[src/rtl/ssdf_pkg.sv]
// ----------------------------------------------------------------------------
// ssdf_pkg
// Shared types, codes and constants of the seven segment digit formatter.
// ----------------------------------------------------------------------------
package ssdf_pkg;

  // Display geometry
  localparam int DIGITS    = 4;
  localparam int DIG_IDX_W = $clog2(DIGITS);
  localparam int CHAR_W    = 8;
  localparam int VALUE_W   = 16;
  localparam int COL_W     = 3;
  localparam int KIND_W    = 3;
  localparam int PERIOD_W  = 16;

  // Character codes
  localparam logic [CHAR_W-1:0] CH_ZERO  = 8'h30;
  localparam logic [CHAR_W-1:0] CH_A     = 8'h41;
  localparam logic [CHAR_W-1:0] CH_MINUS = 8'h2D;
  localparam logic [CHAR_W-1:0] CH_SPACE = 8'h20;

  // Configuration register indexes
  localparam int CFG_IDX_W  = 1;
  localparam int CFG_DATA_W = 16;
  localparam logic [CFG_IDX_W-1:0] CFG_BLINK_ENABLE = 1'b0;
  localparam logic [CFG_IDX_W-1:0] CFG_BLINK_PERIOD = 1'b1;
  localparam logic [PERIOD_W-1:0]  BLINK_PERIOD_RST = 16'd100;

  // Reciprocals for division by one hundred
  // value / 100 for value < 2^16: (value * 83887) >> 23
  localparam logic [16:0] RECIP100_BIG   = 17'd83887;
  // hundreds / 100 for hundreds < 656: (hundreds * 656) >> 16
  localparam logic [9:0]  RECIP100_SMALL = 10'd656;
  localparam logic [6:0]  HUNDRED        = 7'd100;

  // Item kinds
  typedef enum logic [KIND_W-1:0] {
    KIND_TICK  = 3'd0,
    KIND_CHAR  = 3'd1,
    KIND_UDEC  = 3'd2,
    KIND_UHEX  = 3'd3,
    KIND_SDEC  = 3'd4,
    KIND_SHEX  = 3'd5,
    KIND_CLEAR = 3'd6
  } kind_t;

  // Item as it travels down the digit split pipeline
  typedef struct packed {
    kind_t              kind;
    logic [COL_W-1:0]   column;
    logic [CHAR_W-1:0]  char_code;
    logic [VALUE_W-1:0] num;
    logic               neg;
  } item_t;

  // Item with its two decimal pairs (value mod 100, value / 100 mod 100)
  typedef struct packed {
    item_t      item;
    logic [6:0] lo;
    logic [6:0] mid;
  } dec_item_t;

  // Two-digit BCD lookup for 0..99
  typedef logic [7:0] bcd_tbl_t [100];

  function automatic bcd_tbl_t build_bcd_tbl();
    bcd_tbl_t tbl;
    int       n;
    n = 0;
    for (int t = 0; t < 10; t++) begin
      for (int u = 0; u < 10; u++) begin
        tbl[n] = {4'(t), 4'(u)};
        n++;
      end
    end
    return tbl;
  endfunction

  localparam bcd_tbl_t BCD_TBL = build_bcd_tbl();

endpackage

[src/rtl/seven_segment_digit_formatter.sv]
// ----------------------------------------------------------------------------
// seven_segment_digit_formatter
// Four-character display formatter with blink: ticks, character writes,
// decimal and hex number writes and clear, one result item per input item.
// ----------------------------------------------------------------------------
//  channel | direction | handshake              | payload
//  in      | input     | in_valid / in_ready    | kind, value, column, char_code
//  out     | output    | out_valid / out_ready  | pos0_char..pos3_char, lit
//  cfg     | input     | cfg_we (no wait)       | cfg_index, cfg_data
//
// One item is accepted every cycle unless a held result stalls the pipeline;
// its result passes the input register, the reciprocal multiply stages that
// split the value into decimal digit pairs and the result register.
// Reset clears the pipeline, blanks the display, sets it lit, zeroes the
// tick count and restores blink off with a period of 100.
// While a result waits on out_ready the whole pipeline holds and in_ready
// drops.
// ----------------------------------------------------------------------------
module seven_segment_digit_formatter
  import ssdf_pkg::*;
(
  input  logic                  clk,
  input  logic                  rst,
  input  logic                  in_valid,
  output logic                  in_ready,
  input  logic [KIND_W-1:0]     kind,
  input  logic [VALUE_W-1:0]    value,
  input  logic [COL_W-1:0]      column,
  input  logic [CHAR_W-1:0]     char_code,
  output logic                  out_valid,
  input  logic                  out_ready,
  output logic [CHAR_W-1:0]     pos0_char,
  output logic [CHAR_W-1:0]     pos1_char,
  output logic [CHAR_W-1:0]     pos2_char,
  output logic [CHAR_W-1:0]     pos3_char,
  output logic                  lit,
  input  logic                  cfg_we,
  input  logic [CFG_IDX_W-1:0]  cfg_index,
  input  logic [CFG_DATA_W-1:0] cfg_data
);

  logic              advance;
  logic              in_take;
  logic              dec_valid;
  dec_item_t         dec_item;
  logic [CHAR_W-1:0] out_chars [DIGITS];

  // Advance the whole pipeline unless a result is held
  assign advance  = !out_valid || out_ready;
  assign in_ready = advance;
  assign in_take  = in_valid && advance;

  ssdf_digit_split u_split (
    .clk       (clk),
    .rst       (rst),
    .advance   (advance),
    .in_take   (in_take),
    .kind      (kind),
    .value     (value),
    .column    (column),
    .char_code (char_code),
    .dec_valid (dec_valid),
    .dec_item  (dec_item)
  );

  ssdf_display_state u_state (
    .clk       (clk),
    .rst       (rst),
    .advance   (advance),
    .dec_valid (dec_valid),
    .dec_item  (dec_item),
    .cfg_we    (cfg_we),
    .cfg_index (cfg_index),
    .cfg_data  (cfg_data),
    .out_valid (out_valid),
    .out_chars (out_chars),
    .out_lit   (lit)
  );

  assign pos0_char = out_chars[0];
  assign pos1_char = out_chars[1];
  assign pos2_char = out_chars[2];
  assign pos3_char = out_chars[3];

endmodule

[src/rtl/ssdf_digit_split.sv]
// ----------------------------------------------------------------------------
// ssdf_digit_split
// Input register and decimal split pipeline: selects the magnitude to show
// and breaks it into two decimal pairs by reciprocal multiplication.
// ----------------------------------------------------------------------------
module ssdf_digit_split
  import ssdf_pkg::*;
(
  input  logic                clk,
  input  logic                rst,
  input  logic                advance,
  input  logic                in_take,
  input  logic [KIND_W-1:0]   kind,
  input  logic [VALUE_W-1:0]  value,
  input  logic [COL_W-1:0]    column,
  input  logic [CHAR_W-1:0]   char_code,
  output logic                dec_valid,
  output dec_item_t           dec_item
);

  // Input register
  logic               s0_valid;
  kind_t              s0_kind;
  logic [VALUE_W-1:0] s0_value;
  logic [COL_W-1:0]   s0_column;
  logic [CHAR_W-1:0]  s0_char;

  // Stage 1: hundreds
  logic               s1_valid;
  item_t              s1_item;
  logic [9:0]         s1_hi;

  // Stage 2: low pair and ten-thousands quotient
  logic               s2_valid;
  item_t              s2_item;
  logic [9:0]         s2_hi;
  logic [6:0]         s2_lo;
  logic [3:0]         s2_t;

  logic [7:0]         low_byte;
  logic               is_signed;
  logic [8:0]         mag;
  item_t              s0_item;
  logic [32:0]        prod_hi;
  logic [15:0]        hi_x100;
  logic [15:0]        lo_full;
  logic [19:0]        prod_t;
  logic [9:0]         t_x100;
  logic [9:0]         mid_full;

  // Pick the magnitude: signed kinds use the low byte as two's complement
  always_comb begin
    low_byte  = s0_value[7:0];
    is_signed = (s0_kind == KIND_SDEC) || (s0_kind == KIND_SHEX);
    if (low_byte[7]) begin
      mag = 9'd256 - {1'b0, low_byte};
    end else begin
      mag = {1'b0, low_byte};
    end
    s0_item.kind      = s0_kind;
    s0_item.column    = s0_column;
    s0_item.char_code = s0_char;
    s0_item.neg       = is_signed && low_byte[7];
    s0_item.num       = is_signed ? {7'd0, mag} : s0_value;
    prod_hi           = 33'(s0_item.num) * 33'(RECIP100_BIG);
  end

  // Low pair and hundreds divided by one hundred
  always_comb begin
    hi_x100 = 16'(s1_hi) * 16'(HUNDRED);
    lo_full = s1_item.num - hi_x100;
    prod_t  = 20'(s1_hi) * 20'(RECIP100_SMALL);
  end

  // Middle pair: hundreds mod one hundred
  always_comb begin
    t_x100   = 10'(s2_t) * 10'(HUNDRED);
    mid_full = s2_hi - t_x100;
  end

  // Advance valid bits with the pipeline
  always_ff @(posedge clk) begin
    if (rst) begin
      s0_valid  <= 1'b0;
      s1_valid  <= 1'b0;
      s2_valid  <= 1'b0;
      dec_valid <= 1'b0;
    end else if (advance) begin
      s0_valid  <= in_take;
      s1_valid  <= s0_valid;
      s2_valid  <= s1_valid;
      dec_valid <= s2_valid;
    end
  end

  // Advance payload with the pipeline
  always_ff @(posedge clk) begin
    if (advance) begin
      s0_kind      <= kind_t'(kind);
      s0_value     <= value;
      s0_column    <= column;
      s0_char      <= char_code;
      s1_item      <= s0_item;
      s1_hi        <= prod_hi[32:23];
      s2_item      <= s1_item;
      s2_hi        <= s1_hi;
      s2_lo        <= lo_full[6:0];
      s2_t         <= prod_t[19:16];
      dec_item.item <= s2_item;
      dec_item.lo   <= s2_lo;
      dec_item.mid  <= mid_full[6:0];
    end
  end

endmodule

[src/rtl/ssdf_display_state.sv]
// ----------------------------------------------------------------------------
// ssdf_display_state
// Display characters, blink phase, tick counter, configuration registers
// and the result register.
// ----------------------------------------------------------------------------
module ssdf_display_state
  import ssdf_pkg::*;
(
  input  logic                  clk,
  input  logic                  rst,
  input  logic                  advance,
  input  logic                  dec_valid,
  input  dec_item_t             dec_item,
  input  logic                  cfg_we,
  input  logic [CFG_IDX_W-1:0]  cfg_index,
  input  logic [CFG_DATA_W-1:0] cfg_data,
  output logic                  out_valid,
  output logic [CHAR_W-1:0]     out_chars [DIGITS],
  output logic                  out_lit
);

  logic [CHAR_W-1:0]   chars      [DIGITS];
  logic [CHAR_W-1:0]   chars_next [DIGITS];
  logic [CHAR_W-1:0]   num_chars  [DIGITS];
  logic [3:0]          dig        [DIGITS];
  logic [DIGITS-1:0]   keep;
  logic                lit_phase;
  logic                lit_phase_next;
  logic [15:0]         ticks;
  logic [15:0]         ticks_next;
  logic [15:0]         ticks_inc;
  logic                blink_enable;
  logic [PERIOD_W-1:0] blink_period;
  logic [7:0]          bcd_lo;
  logic [7:0]          bcd_mid;
  logic                use_hex;
  logic                sign_here;
  item_t               it;

  assign it = dec_item.item;

  // Look up decimal digits, or take hex nibbles
  always_comb begin
    bcd_lo  = BCD_TBL[dec_item.lo];
    bcd_mid = BCD_TBL[dec_item.mid];
    use_hex = (it.kind == KIND_UHEX) || (it.kind == KIND_SHEX);
    if (use_hex) begin
      for (int i = 0; i < DIGITS; i++) begin
        dig[i] = it.num[4*i +: 4];
      end
    end else begin
      dig[0] = bcd_lo[3:0];
      dig[1] = bcd_lo[7:4];
      dig[2] = bcd_mid[3:0];
      dig[3] = bcd_mid[7:4];
    end
  end

  // Mark positions up to the top non-zero digit, then format
  always_comb begin
    keep[DIGITS-1] = (dig[DIGITS-1] != 4'd0);
    for (int i = DIGITS - 2; i >= 0; i--) begin
      keep[i] = keep[i+1] || (dig[i] != 4'd0);
    end
    keep[0] = 1'b1;
    for (int i = 0; i < DIGITS; i++) begin
      sign_here = (i > 0) ? (it.neg && keep[(i > 0) ? i - 1 : 0] && !keep[i]) : 1'b0;
      if (keep[i]) begin
        if (dig[i] >= 4'd10) begin
          num_chars[i] = CH_A + 8'(dig[i]) - 8'd10;
        end else begin
          num_chars[i] = CH_ZERO + 8'(dig[i]);
        end
      end else if (sign_here) begin
        num_chars[i] = CH_MINUS;
      end else begin
        num_chars[i] = CH_SPACE;
      end
    end
  end

  // Work out the state after this item
  always_comb begin
    chars_next     = chars;
    lit_phase_next = lit_phase;
    ticks_next     = ticks;
    ticks_inc      = (ticks == 16'hFFFF) ? ticks : ticks + 16'd1;
    case (it.kind)
      KIND_TICK: begin
        ticks_next = ticks_inc;
        if (blink_enable && (ticks_inc >= (blink_period >> 1))) begin
          ticks_next     = 16'd0;
          lit_phase_next = !lit_phase;
        end
      end
      KIND_CHAR: begin
        if (it.column < COL_W'(DIGITS)) begin
          chars_next[it.column[DIG_IDX_W-1:0]] = it.char_code;
        end
      end
      KIND_UDEC, KIND_UHEX, KIND_SDEC, KIND_SHEX: begin
        chars_next     = num_chars;
        lit_phase_next = 1'b1;
      end
      KIND_CLEAR: begin
        for (int i = 0; i < DIGITS; i++) begin
          chars_next[i] = CH_SPACE;
        end
      end
      default: begin
      end
    endcase
  end

  // Hold display state, update on each item
  always_ff @(posedge clk) begin
    if (rst) begin
      for (int i = 0; i < DIGITS; i++) begin
        chars[i] <= CH_SPACE;
      end
      lit_phase <= 1'b1;
      ticks     <= 16'd0;
    end else if (advance && dec_valid) begin
      chars     <= chars_next;
      lit_phase <= lit_phase_next;
      ticks     <= ticks_next;
    end
  end

  // Configuration writes
  always_ff @(posedge clk) begin
    if (rst) begin
      blink_enable <= 1'b0;
      blink_period <= BLINK_PERIOD_RST;
    end else if (cfg_we) begin
      unique case (cfg_index)
        CFG_BLINK_ENABLE: blink_enable <= cfg_data[0];
        CFG_BLINK_PERIOD: blink_period <= cfg_data[PERIOD_W-1:0];
        default: begin
        end
      endcase
    end
  end

  // Result register: valid flag
  always_ff @(posedge clk) begin
    if (rst) begin
      out_valid <= 1'b0;
    end else if (advance) begin
      out_valid <= dec_valid;
    end
  end

  // Result register: drive space while dark
  always_ff @(posedge clk) begin
    if (advance && dec_valid) begin
      for (int i = 0; i < DIGITS; i++) begin
        out_chars[i] <= lit_phase_next ? chars_next[i] : CH_SPACE;
      end
      out_lit <= lit_phase_next;
    end
  end

endmodule

[config.mk]
export PLATFORM = sky130hd
export DESIGN_NAME = seven_segment_digit_formatter
export DESIGN_NICKNAME = d
export VERILOG_FILES = /design/src/rtl/ssdf_pkg.sv /design/src/rtl/seven_segment_digit_formatter.sv /design/src/rtl/ssdf_digit_split.sv /design/src/rtl/ssdf_display_state.sv
export SDC_FILE = /design/constraint.sdc
export NUM_CORES = 1
export LEC_CHECK = 0
export BUFFER_PORTS_ARGS = -buffer_cell sky130_fd_sc_hd__buf_2
export CAP_MARGIN = 30
export CORE_ASPECT_RATIO = 0.8
export CORE_MARGIN = 2
export CORE_UTILIZATION = 40
export DETAILED_ROUTE_END_ITERATION = 10
export PLACE_DENSITY_LB_ADDON = 0.15
export SLEW_MARGIN = 20
export SYNTH_ARGS = -nofsm -noshare
export SYNTH_HDL_FRONTEND = slang
export SYNTH_SLANG_ARGS = --single-unit
export TNS_END_PERCENT = 50
[constraint.sdc]
create_clock -name clk -period 13.45 [get_ports clk]
set_input_delay 4.035 -clock clk [delete_from_list [all_inputs] [get_ports clk]]
set_output_delay 4.035 -clock clk [all_outputs]
set_load 0.01 [all_outputs]
; ---- After elaboration in Yosys (flattened, before gate mapping)
; Memories as Yosys holds them, arrays and structs flattened.
; Index checks and enable logic that the tools add are counted.
[totals]
register_bits = 269
mem_bits_ro = 2048
input_bits = 52
elab_cells = 142
memories = 2
[mem_list]
columns = name, words, word_bits, rd, rd_ports_with_merged_regs, write_ports, line
row1 = (name not given), 128, 8, 1, 0, 0, ssdf_display_state.sv:44  ; bcd_lo = BCD_TBL[dec_item.lo];
row2 = (name not given), 128, 8, 1, 0, 0, ssdf_display_state.sv:45  ; bcd_mid = BCD_TBL[dec_item.mid];
[classes]
add_sub_neg = 16
n_mul = 4
order_cmp = 10
eq_ne = 9
mux = 26
n_bitwise = 4
n_reduce_logical = 28
[op_table]
columns = cell, count
row1 = $mux 8, 12
row2 = $pmux 32 s3, 1
row3 = $mux 16, 4
row4 = $mul 16x17->33 const B, 1
row5 = $add 7x4->8 const A, 4
row6 = $bwmux 32, 1
row7 = $mux 32, 1
row8 = $sub 8x4->8 const B, 4
row9 = $add 6x4->7 const A, 4
row10 = $add 16x1->16 const B, 1
row11 = $demux 8 s2, 1
row12 = $eq 16x16->1 const B, 1
row13 = $ge 16x15->1, 1
row14 = $ge 4x4->1 const B, 4
row15 = $ge 8x8->1 const B, 2
row16 = $mul 10x6->16 const B, 1
row17 = $not 7->8, 2
row18 = $eq 3x3->1 const B, 5
row19 = $sub 7x7->7, 2
row20 = $mux 4, 3
row21 = $reduce_bool 4->1, 3
row22 = $logic_and 1x1->1, 10
row23 = $mul 10x5->5 const B, 1
row24 = $mux 9, 1
row25 = 16 further kinds, 27

; ---- Longest topological paths before layout
; Gate-level depths: netlist of the first run.
[logic_depth]
word_depth = 13
ltp_mapped = 26
mapped_depth_nobuf = 26

; ---- Modules after synthesis
; A second synthesis of the first run with hierarchy kept.
[unflattened]
cells_unflattened = 1726
hier_area_um2 = 18351.4
[by_module_without_submodules]
columns = module, n_inst, cells_each, area_per_inst_um2, seq_area_each_um2
row1 = ssdf_digit_split, 1, 867, 11287.1, 4914.7
row2 = ssdf_display_state, 1, 857, 7041.8, 2312.2
row3 = seven_segment_digit_formatter, 1, 2, 22.5, 0.0

; ---- Worst setup path after synthesis of the first run
; No wires, ideal clock.
[synth_path]
kind = input to output
startpoint = input port out_ready
endpoint = output port in_ready
t_arrival_ps = 7443
required_time_ps = 9415
setup_slack_ps = 1972
stages = 2
path_cell_list = nor2b_1 clkinv_1
[synth_via]
elab_chain_len = 1
[synth_rtl]
columns = element, line
row1 = from (decl), seven_segment_digit_formatter.sv:31  ; input logic out_ready,
row2 = $logic_or 1x1->1, seven_segment_digit_formatter.sv:49  ; assign advance = !out_valid || out_ready;
row3 = to (decl), seven_segment_digit_formatter.sv:25  ; output logic in_ready,
; No other way between the ends.

; ---- Worst setup path in the final report of the first run
; Ends and elaborated chain as after synthesis.

==> qor.yml, run 1 <==
fp.dieH_um: 194
start_util_pct: 40.6
path_clk_slew_ps: 60
max-cap-violations: 0
wire_per_inst_um: 16.9
num-nets-final: 2108
grt_max_degree: 80
maxSlewHeadroom_pct: 39.1
synth_nets: 2035
hold_buffers: 0
dpl.hpwl_mm: 30.3
place_area_mm2: 0.0191
final_common_cell: "inv_1"
status: "complete, no violations"
htreeDepth: 1
async_flop_share_pct: 0
switching_share_pct: 43.1
gp_congestion: 0.867
die_x_um: 242
critPathRequiredTime_ps: 9410
p_int_mw: 2.69
synth_area_per_cell_um2: 10.8
worst-slew-pin-transition_ps: 913
cts_setup_buffers: 0
cts_resized: 0
synthesis.area_mm2: 0.0181
fin_crit_sh_pct: 67.9
insertion_delay_ps: 570
synth_flop_cell: "edfxtp_1"
final_cell_mix: "251 x inv_1, 212 x ha_1, 194 x edfxtp_1"
path_class: "in -> out"
seqPwrFrac_pct: 24.9
leakage_nw: 8.83
core_area_mm2: 0.0445
rows: 69
numCtsBuffers: 29
dr.pass1.iters: 5
maxClockFrequency_mhz: 110
power.density_mw_per_mm2: 236
design_area_mm2: 0.0200
grt_pass1_wl_mm: 65.4
synth_seq_area_share_pct: 40.0
finalSetupTns_ps: 0
clockPowerShare_pct: 16.9
maxSlewViolCount: 0
skew_ps: 21.6
synth_edf_count: 194
critPathMaxFanout: 28
gr-total-overflow: 0
totalWireLength_mm: 40.0
drc: 0
synth_cell_types: 89
grt.total_usage_pct: 17.2
routed_via_density: 5.17
switchingPower_mw: 2.04
hold_path_class: "reg -> reg"
grt_pass1_vias: 12300
clock_sinks: 264
dieArea_mm2: 0.0469
synthToLayoutAreaGrowth_pct: 10.8
hold_viol: 0
drt_iter0_markers: 889
pwr-share-comb_pct: 58.2
drive_gt1_share_pct: 10.4
cts_tree: "done"
ys_ff_latch: 264
boundaryPins: 87
cts_root_buf: "clkbuf_16"
antenna_found_initial: 0
cp-start-kind: "primary input"
setup_viol: 0
syn_inst: 1671
holdPathStages: 0
vias: 12300
finalWorstPathRequiredPeriod_ps: 9130
ir_drop_mv: 0.411
reg2reg_depth: 23
clk_path_buf_depth: 3
cp.arrival_ps: 5100
endpoint_kind: "output pin"
diodes: 0
rsz0062_at_grt: "false"
port_buffers: 86
ys_warn_count: 0
drt.antenna.violating_nets: 0
==> worst paths after layout <==
path,start,endpoint,slack (ps)
worst min-delay path,u_split.s2_item[18]$_DFFE_PN_,u_split.dec_item[32]$_DFFE_PN_,420
worst min register to register,u_split.s2_item[18]$_DFFE_PN_,u_split.dec_item[32]$_DFFE_PN_,420
worst max register to register,u_split.s0_value[0]$_DFFE_PN_,u_split.s1_hi[6]$_DFFE_PN_,5760
worst max-delay path,out_ready,in_ready,4320
==> Yosys cell counts (10+ instances only) <==
master	count	area share (%)
a22oi_1	11	0.46
fa_1	100	11
nand2b_1	14	0.48
a32oi_1	11	0.53
xnor2_1	32	1.6
a21oi_1	93	2.6
nand2_1	122	2.5
o21ai_0	36	1.0
o211ai_1	11	0.46
buf_2	10	0.28
nand4_1	12	0.42
a31oi_1	13	0.45
edfxtp_1	194	32
dfxtp_1	70	7.8
ha_1	212	15
a32o_1	10	0.55
nand3_1	19	0.53
xor2_1	18	0.87
a21o_1	20	0.83
nor2_1	106	2.2
inv_1	252	5.2
and2_1	14	0.48
clkbuf_1	32	0.66
a211oi_1	29	1.2
mux2i_1	23	1.3
and3_1	10	0.35
nor3_1	20	0.55
==> power groups by stage <==
stage,combinational [mW],sequential [mW],clock (mW)
2_1_floorplan,2.18,1.09,0
3_3_place_gp,2.71,1.19,0
3_5_place_dp,2.75,1.19,0
4_1_cts,2.78,1.18,0.826
5_1_grt,3.19,1.20,0.857
6_report,2.75,1.18,0.800
==> final cells by class <==
cell class              count  area [µm²]
fillers                  4232       24500
multi-input cells        1099        9630
flip-flops and latches    264        7230
inverters                 253         955
clock buffers              35         758
well taps                 603         754
repair buffers             97         533
clock inverters            19         184
==> sequential cells by signal, indices dropped and copies added (netlist names), 4 cells and up <==
register              count
u_split.dec_item         43
u_state.chars            32
u_state.out_chars        32
u_split.s1_item          31
u_split.s2_item          29
u_split.s0_value         16
u_state.ticks            16
u_state.blink_period     15
u_split.s1_hi            10
u_split.s0_char           8
u_split.s2_hi             7
u_split.s2_lo             7
u_split.s2_t              4
==> layer usage <==
| metal | track usage, % | routed length (µm) | vias to the layer above |
|---|---|---|---|
| met5 | 0 | 0 | - |
| li1 | - | - | 6034 |
| met4 | 3.36 | 692 | 0 |
| met2 | 26.9 | 17800 | 294 |
| met3 | 2.73 | 2090 | 44 |
| met1 | 25.4 | 19400 | 5886 |
==> cells by family after synthesis <==
logic type                 synth area share (%)
adders and majority gates                  25.7
xor gates and xnor gates                   2.66
buffers and inverters                      6.82
DFF                                        40.0
and+or+nand+nor                            9.76
AOI/OAI and AO/OA                          12.9
muxes                                      2.10
==> critical path, stage by stage <==
cell and delay [ps]:
buf_2 110, nor2b_1 490, inv_6 220, buf_2 210
==> stage by stage <==
step / std cells / hold WS, ps / setup slack [ps] / util [%] / power, mW
after CTS: 2369 / 416 / 4300 / 45.0 / 4.78
after floorplan: 1671 / 400 / 1970 / - / 3.28
final: 2370 / 416 / 4320 / 45.0 / 4.72
after global routing: 2370 / 418 / 4230 / 45.0 / 5.24
after detailed placement: 2315 / 405 / 4310 / 42.8 / 3.94
after global placement: 2314 / 401 / 4340 / 42.8 / 3.90
No activity file was read; power rests on OpenSTA's default activity.
==> inputs of run 2 (changes only) <==
--- a/config.mk
+++ b/config.mk
@@ -5,6 +5,7 @@
 export SDC_FILE = /design/constraint.sdc
 export NUM_CORES = 1
 export LEC_CHECK = 0
+export ABC_AREA = 1
 export BUFFER_PORTS_ARGS = -buffer_cell sky130_fd_sc_hd__buf_2
 export CAP_MARGIN = 30
 export CORE_ASPECT_RATIO = 0.8
==> constraint.sdc (replaced) <==
create_clock -name clk -period 7.9 [get_ports clk]
set_input_delay 2.37 -clock clk [delete_from_list [all_inputs] [get_ports clk]]
set_output_delay 2.37 -clock clk [all_outputs]
set_load 0.01 [all_outputs]
==> qor.yml, run 2 <==
post-route-util_pct: 44.9  # -0.066 points
htreeDepth: 1  # unchanged
clk_path_buf_depth: 3  # unchanged
reg2reg_slack_ps: 940  # -4820 ps
grt_pass1_wl_mm: 71.9  # +9.9%
core_area_mm2: 0.0467  # +4.9%
cp.depth: 26  # +22
min_from: "u_split.s1_item[29]$_DFFE_PN_"
drt_iter0_markers: 821  # -7.6%
place_area_mm2: 0.0199  # +4.2%
grt_max_degree: 166  # +110%
crit_family: "adder cells"
finalSetupTns_ps: 0  # unchanged
critPathRequiredTime_ps: 8230  # -1180 ps
diodes: 0  # unchanged
ir_drop_mv: 0.492  # +20%
maxClockFrequency_mhz: 144
critPathMaxFanout: 11  # -61%
design_area_mm2: 0.0210  # +4.7%
maxSlewViolCount: 0  # unchanged
rsz0062_at_grt: "false"
power.density_mw_per_mm2: 454  # +93%
path_clk_slew_ps: 70  # about the same
num-nets-final: 2547  # +21%
hold_path_class: "reg -> reg"
cpMostUsedCell: "inv_1"
synth_edf_count: 194  # unchanged
hold_slack_ps: 416  # +0.149 ps
synthesis.area_mm2: 0.0188  # +4.0%
boundaryPins: 87  # unchanged
async_flop_share_pct: 0  # unchanged
vias: 13800  # +13%
drc: 0  # unchanged
grt_pass1_vias: 13600  # +10%
synth_seq_area_share_pct: 38.4  # -1.5 points
holdPathStages: 0  # unchanged
final_common_cell: "inv_1"
maxSlewHeadroom_pct: 30.6  # -8.5 points
critPathLaunch: "u_split.s0_value[0]$_DFFE_PN_"
cts_root_buf: "clkbuf_16"
syn_inst: 2098  # +26%
cts_setup_buffers: 0  # unchanged
clock_sinks: 264  # unchanged
port_buffers: 86  # unchanged
largest_register_ffs: 43  # unchanged
r2r-end: "u_split.s1_hi[7]$_DFFE_PN_"
drt.antenna.violating_nets: 0  # unchanged
dpl.hpwl_mm: 34.3  # +13%
synth_area_per_cell_um2: 8.96  # -17%
cts_resized: 0  # unchanged
hold_viol: 0  # unchanged
synth.most_common_cell: "inv_1"
totalWireLength_mm: 43.9  # +9.7%
ys_ff_latch: 264  # unchanged
gr-total-overflow: 0  # unchanged
critPathBufInv: 7  # +4
cp.arrival_ps: 7290  # +2190 ps
numCtsBuffers: 31  # +6.9%
r2r_start: "u_split.s0_value[0]$_DFFE_PN_"
fin_crit_sh_pct: 88.1
slowest_delay_ps: 620  # +130 ps
skew_ps: 21.7  # +0.118 ps
biggestRegsByFlops: "u_split.dec_item (43), u_state.chars (32), u_state.out_chars (32)"
synth_common_cells: "425 x inv_1, 393 x nand2_1, 212 x ha_1"
rows: 71  # +2.9%
synth.area.top_cells: "edfxtp_1 31%, ha_1 14%, fa_1 11%"
ys_warn_count: 0  # unchanged
final_cell_mix: "424 x inv_1, 393 x nand2_1, 212 x ha_1"
leakage_nw: 10.3  # +16%
cpMaxStageDelayCell: "edfxtp_1"
regMostFlops: "u_split.dec_item"
synthToLayoutAreaGrowth_pct: 11.6
routed_via_density: 4.89  # -5.4%
die_x_um: 246  # +2.0%
yosys.area.top_type_share_pct: 31.0  # -1.2 points
worstHoldEndpoint: "u_split.s2_item[29]$_DFFE_PN_"
grt.total_usage_pct: 18.5  # +1.3 points
insertion_delay_ps: 580  # about the same
antenna_found_initial: 0  # unchanged
endpoint_kind: "flop"
wire_per_inst_um: 15.5  # -8.1%
synth_nets: 2462  # +21%
worst-slew-pin-transition_ps: 1040  # +128 ps
gp_congestion: 0.895  # +3.3%
synth_top_area_cell: "edfxtp_1"
fp.dieH_um: 198  # +1.9%
synth_flop_cell: "edfxtp_1"
cp-start-kind: "flop"
path_class: "reg -> reg"
reg2reg_depth: 26  # +13%
dr.pass1.iters: 7  # +2
synth_cell_types: 55  # -38%
drive_gt1_share_pct: 8.84  # -1.6 points
hold_buffers: 0  # unchanged
setup_viol: 0  # unchanged
cts_tree: "done"
dieArea_mm2: 0.0488  # +3.9%
status: "complete, no violations"
finalWorstPathRequiredPeriod_ps: 6960
max-cap-violations: 0  # unchanged
start_util_pct: 40.2  # -0.34 points
[run 2: cell types whose count changed after synthesis, sizes merged, moves of 16 or more]
cell,previous run,this run
a21o,20,4
nand2,124,405
nand3,19,106
xnor2,33,16
a21oi,95,140
inv,252,436
mux2i,25,0
nand4,12,31
o21ai,40,126
a211oi,34,5
[run 2: how the worst max path moves through the flow]
stage	end
global placement	u_split.s1_hi[9]$_DFFE_PN_
global route	u_split.s1_hi[7]$_DFFE_PN_
floorplan	in_ready
finish	u_split.s1_hi[7]$_DFFE_PN_
CTS	u_split.s1_hi[7]$_DFFE_PN_
detailed placement	u_split.s1_hi[7]$_DFFE_PN_
[run 2: cell type report]
type / count / area, µm²
fillers: 4533 / 25700
multi-input cells: 1356 / 9740
flip-flops and latches: 264 / 7230
inverters: 437 / 1640
clock buffers: 36 / 815
well taps: 620 / 776
repair buffers: 93 / 528
clock inverters: 21 / 258
[run 2: logic make-up after synthesis]
family          count (synthesis)  synth area share [%]
compound gates                324                  9.50
xor+xnor                       41                  1.91
fa+ha+maj                     312                  24.8
buf+inv                       478                  9.81
flops                         264                  38.4
simple gates                  679                  15.6
[run 2: metrics by stage]
stage	total power [mW]	instances	setup WS, ps
after floorplan	6.54	2098	857
after global placement	7.99	2768	1040
after detailed placement	8.08	2769	927
after CTS	9.66	2826	900
after global routing	10.7	2827	527
final	9.54	2827	938
[run 2: power by group]
part           switching [mW]  leakage [nW]  internal, mW
sequential              0.199          2.60          1.79
clock                   0.602         0.513         0.903
combinational            3.78          7.14          2.26
total                    4.58          10.3          4.96
[run 2: routing by layer]
metal	global-route usage [%]	up-vias	routed length (µm)
met5	0	-	0
met4	3.06	0	614
met3	2.75	38	2040
met2	29.2	246	19300
met1	27.3	6523	21900
li1	-	7031	-
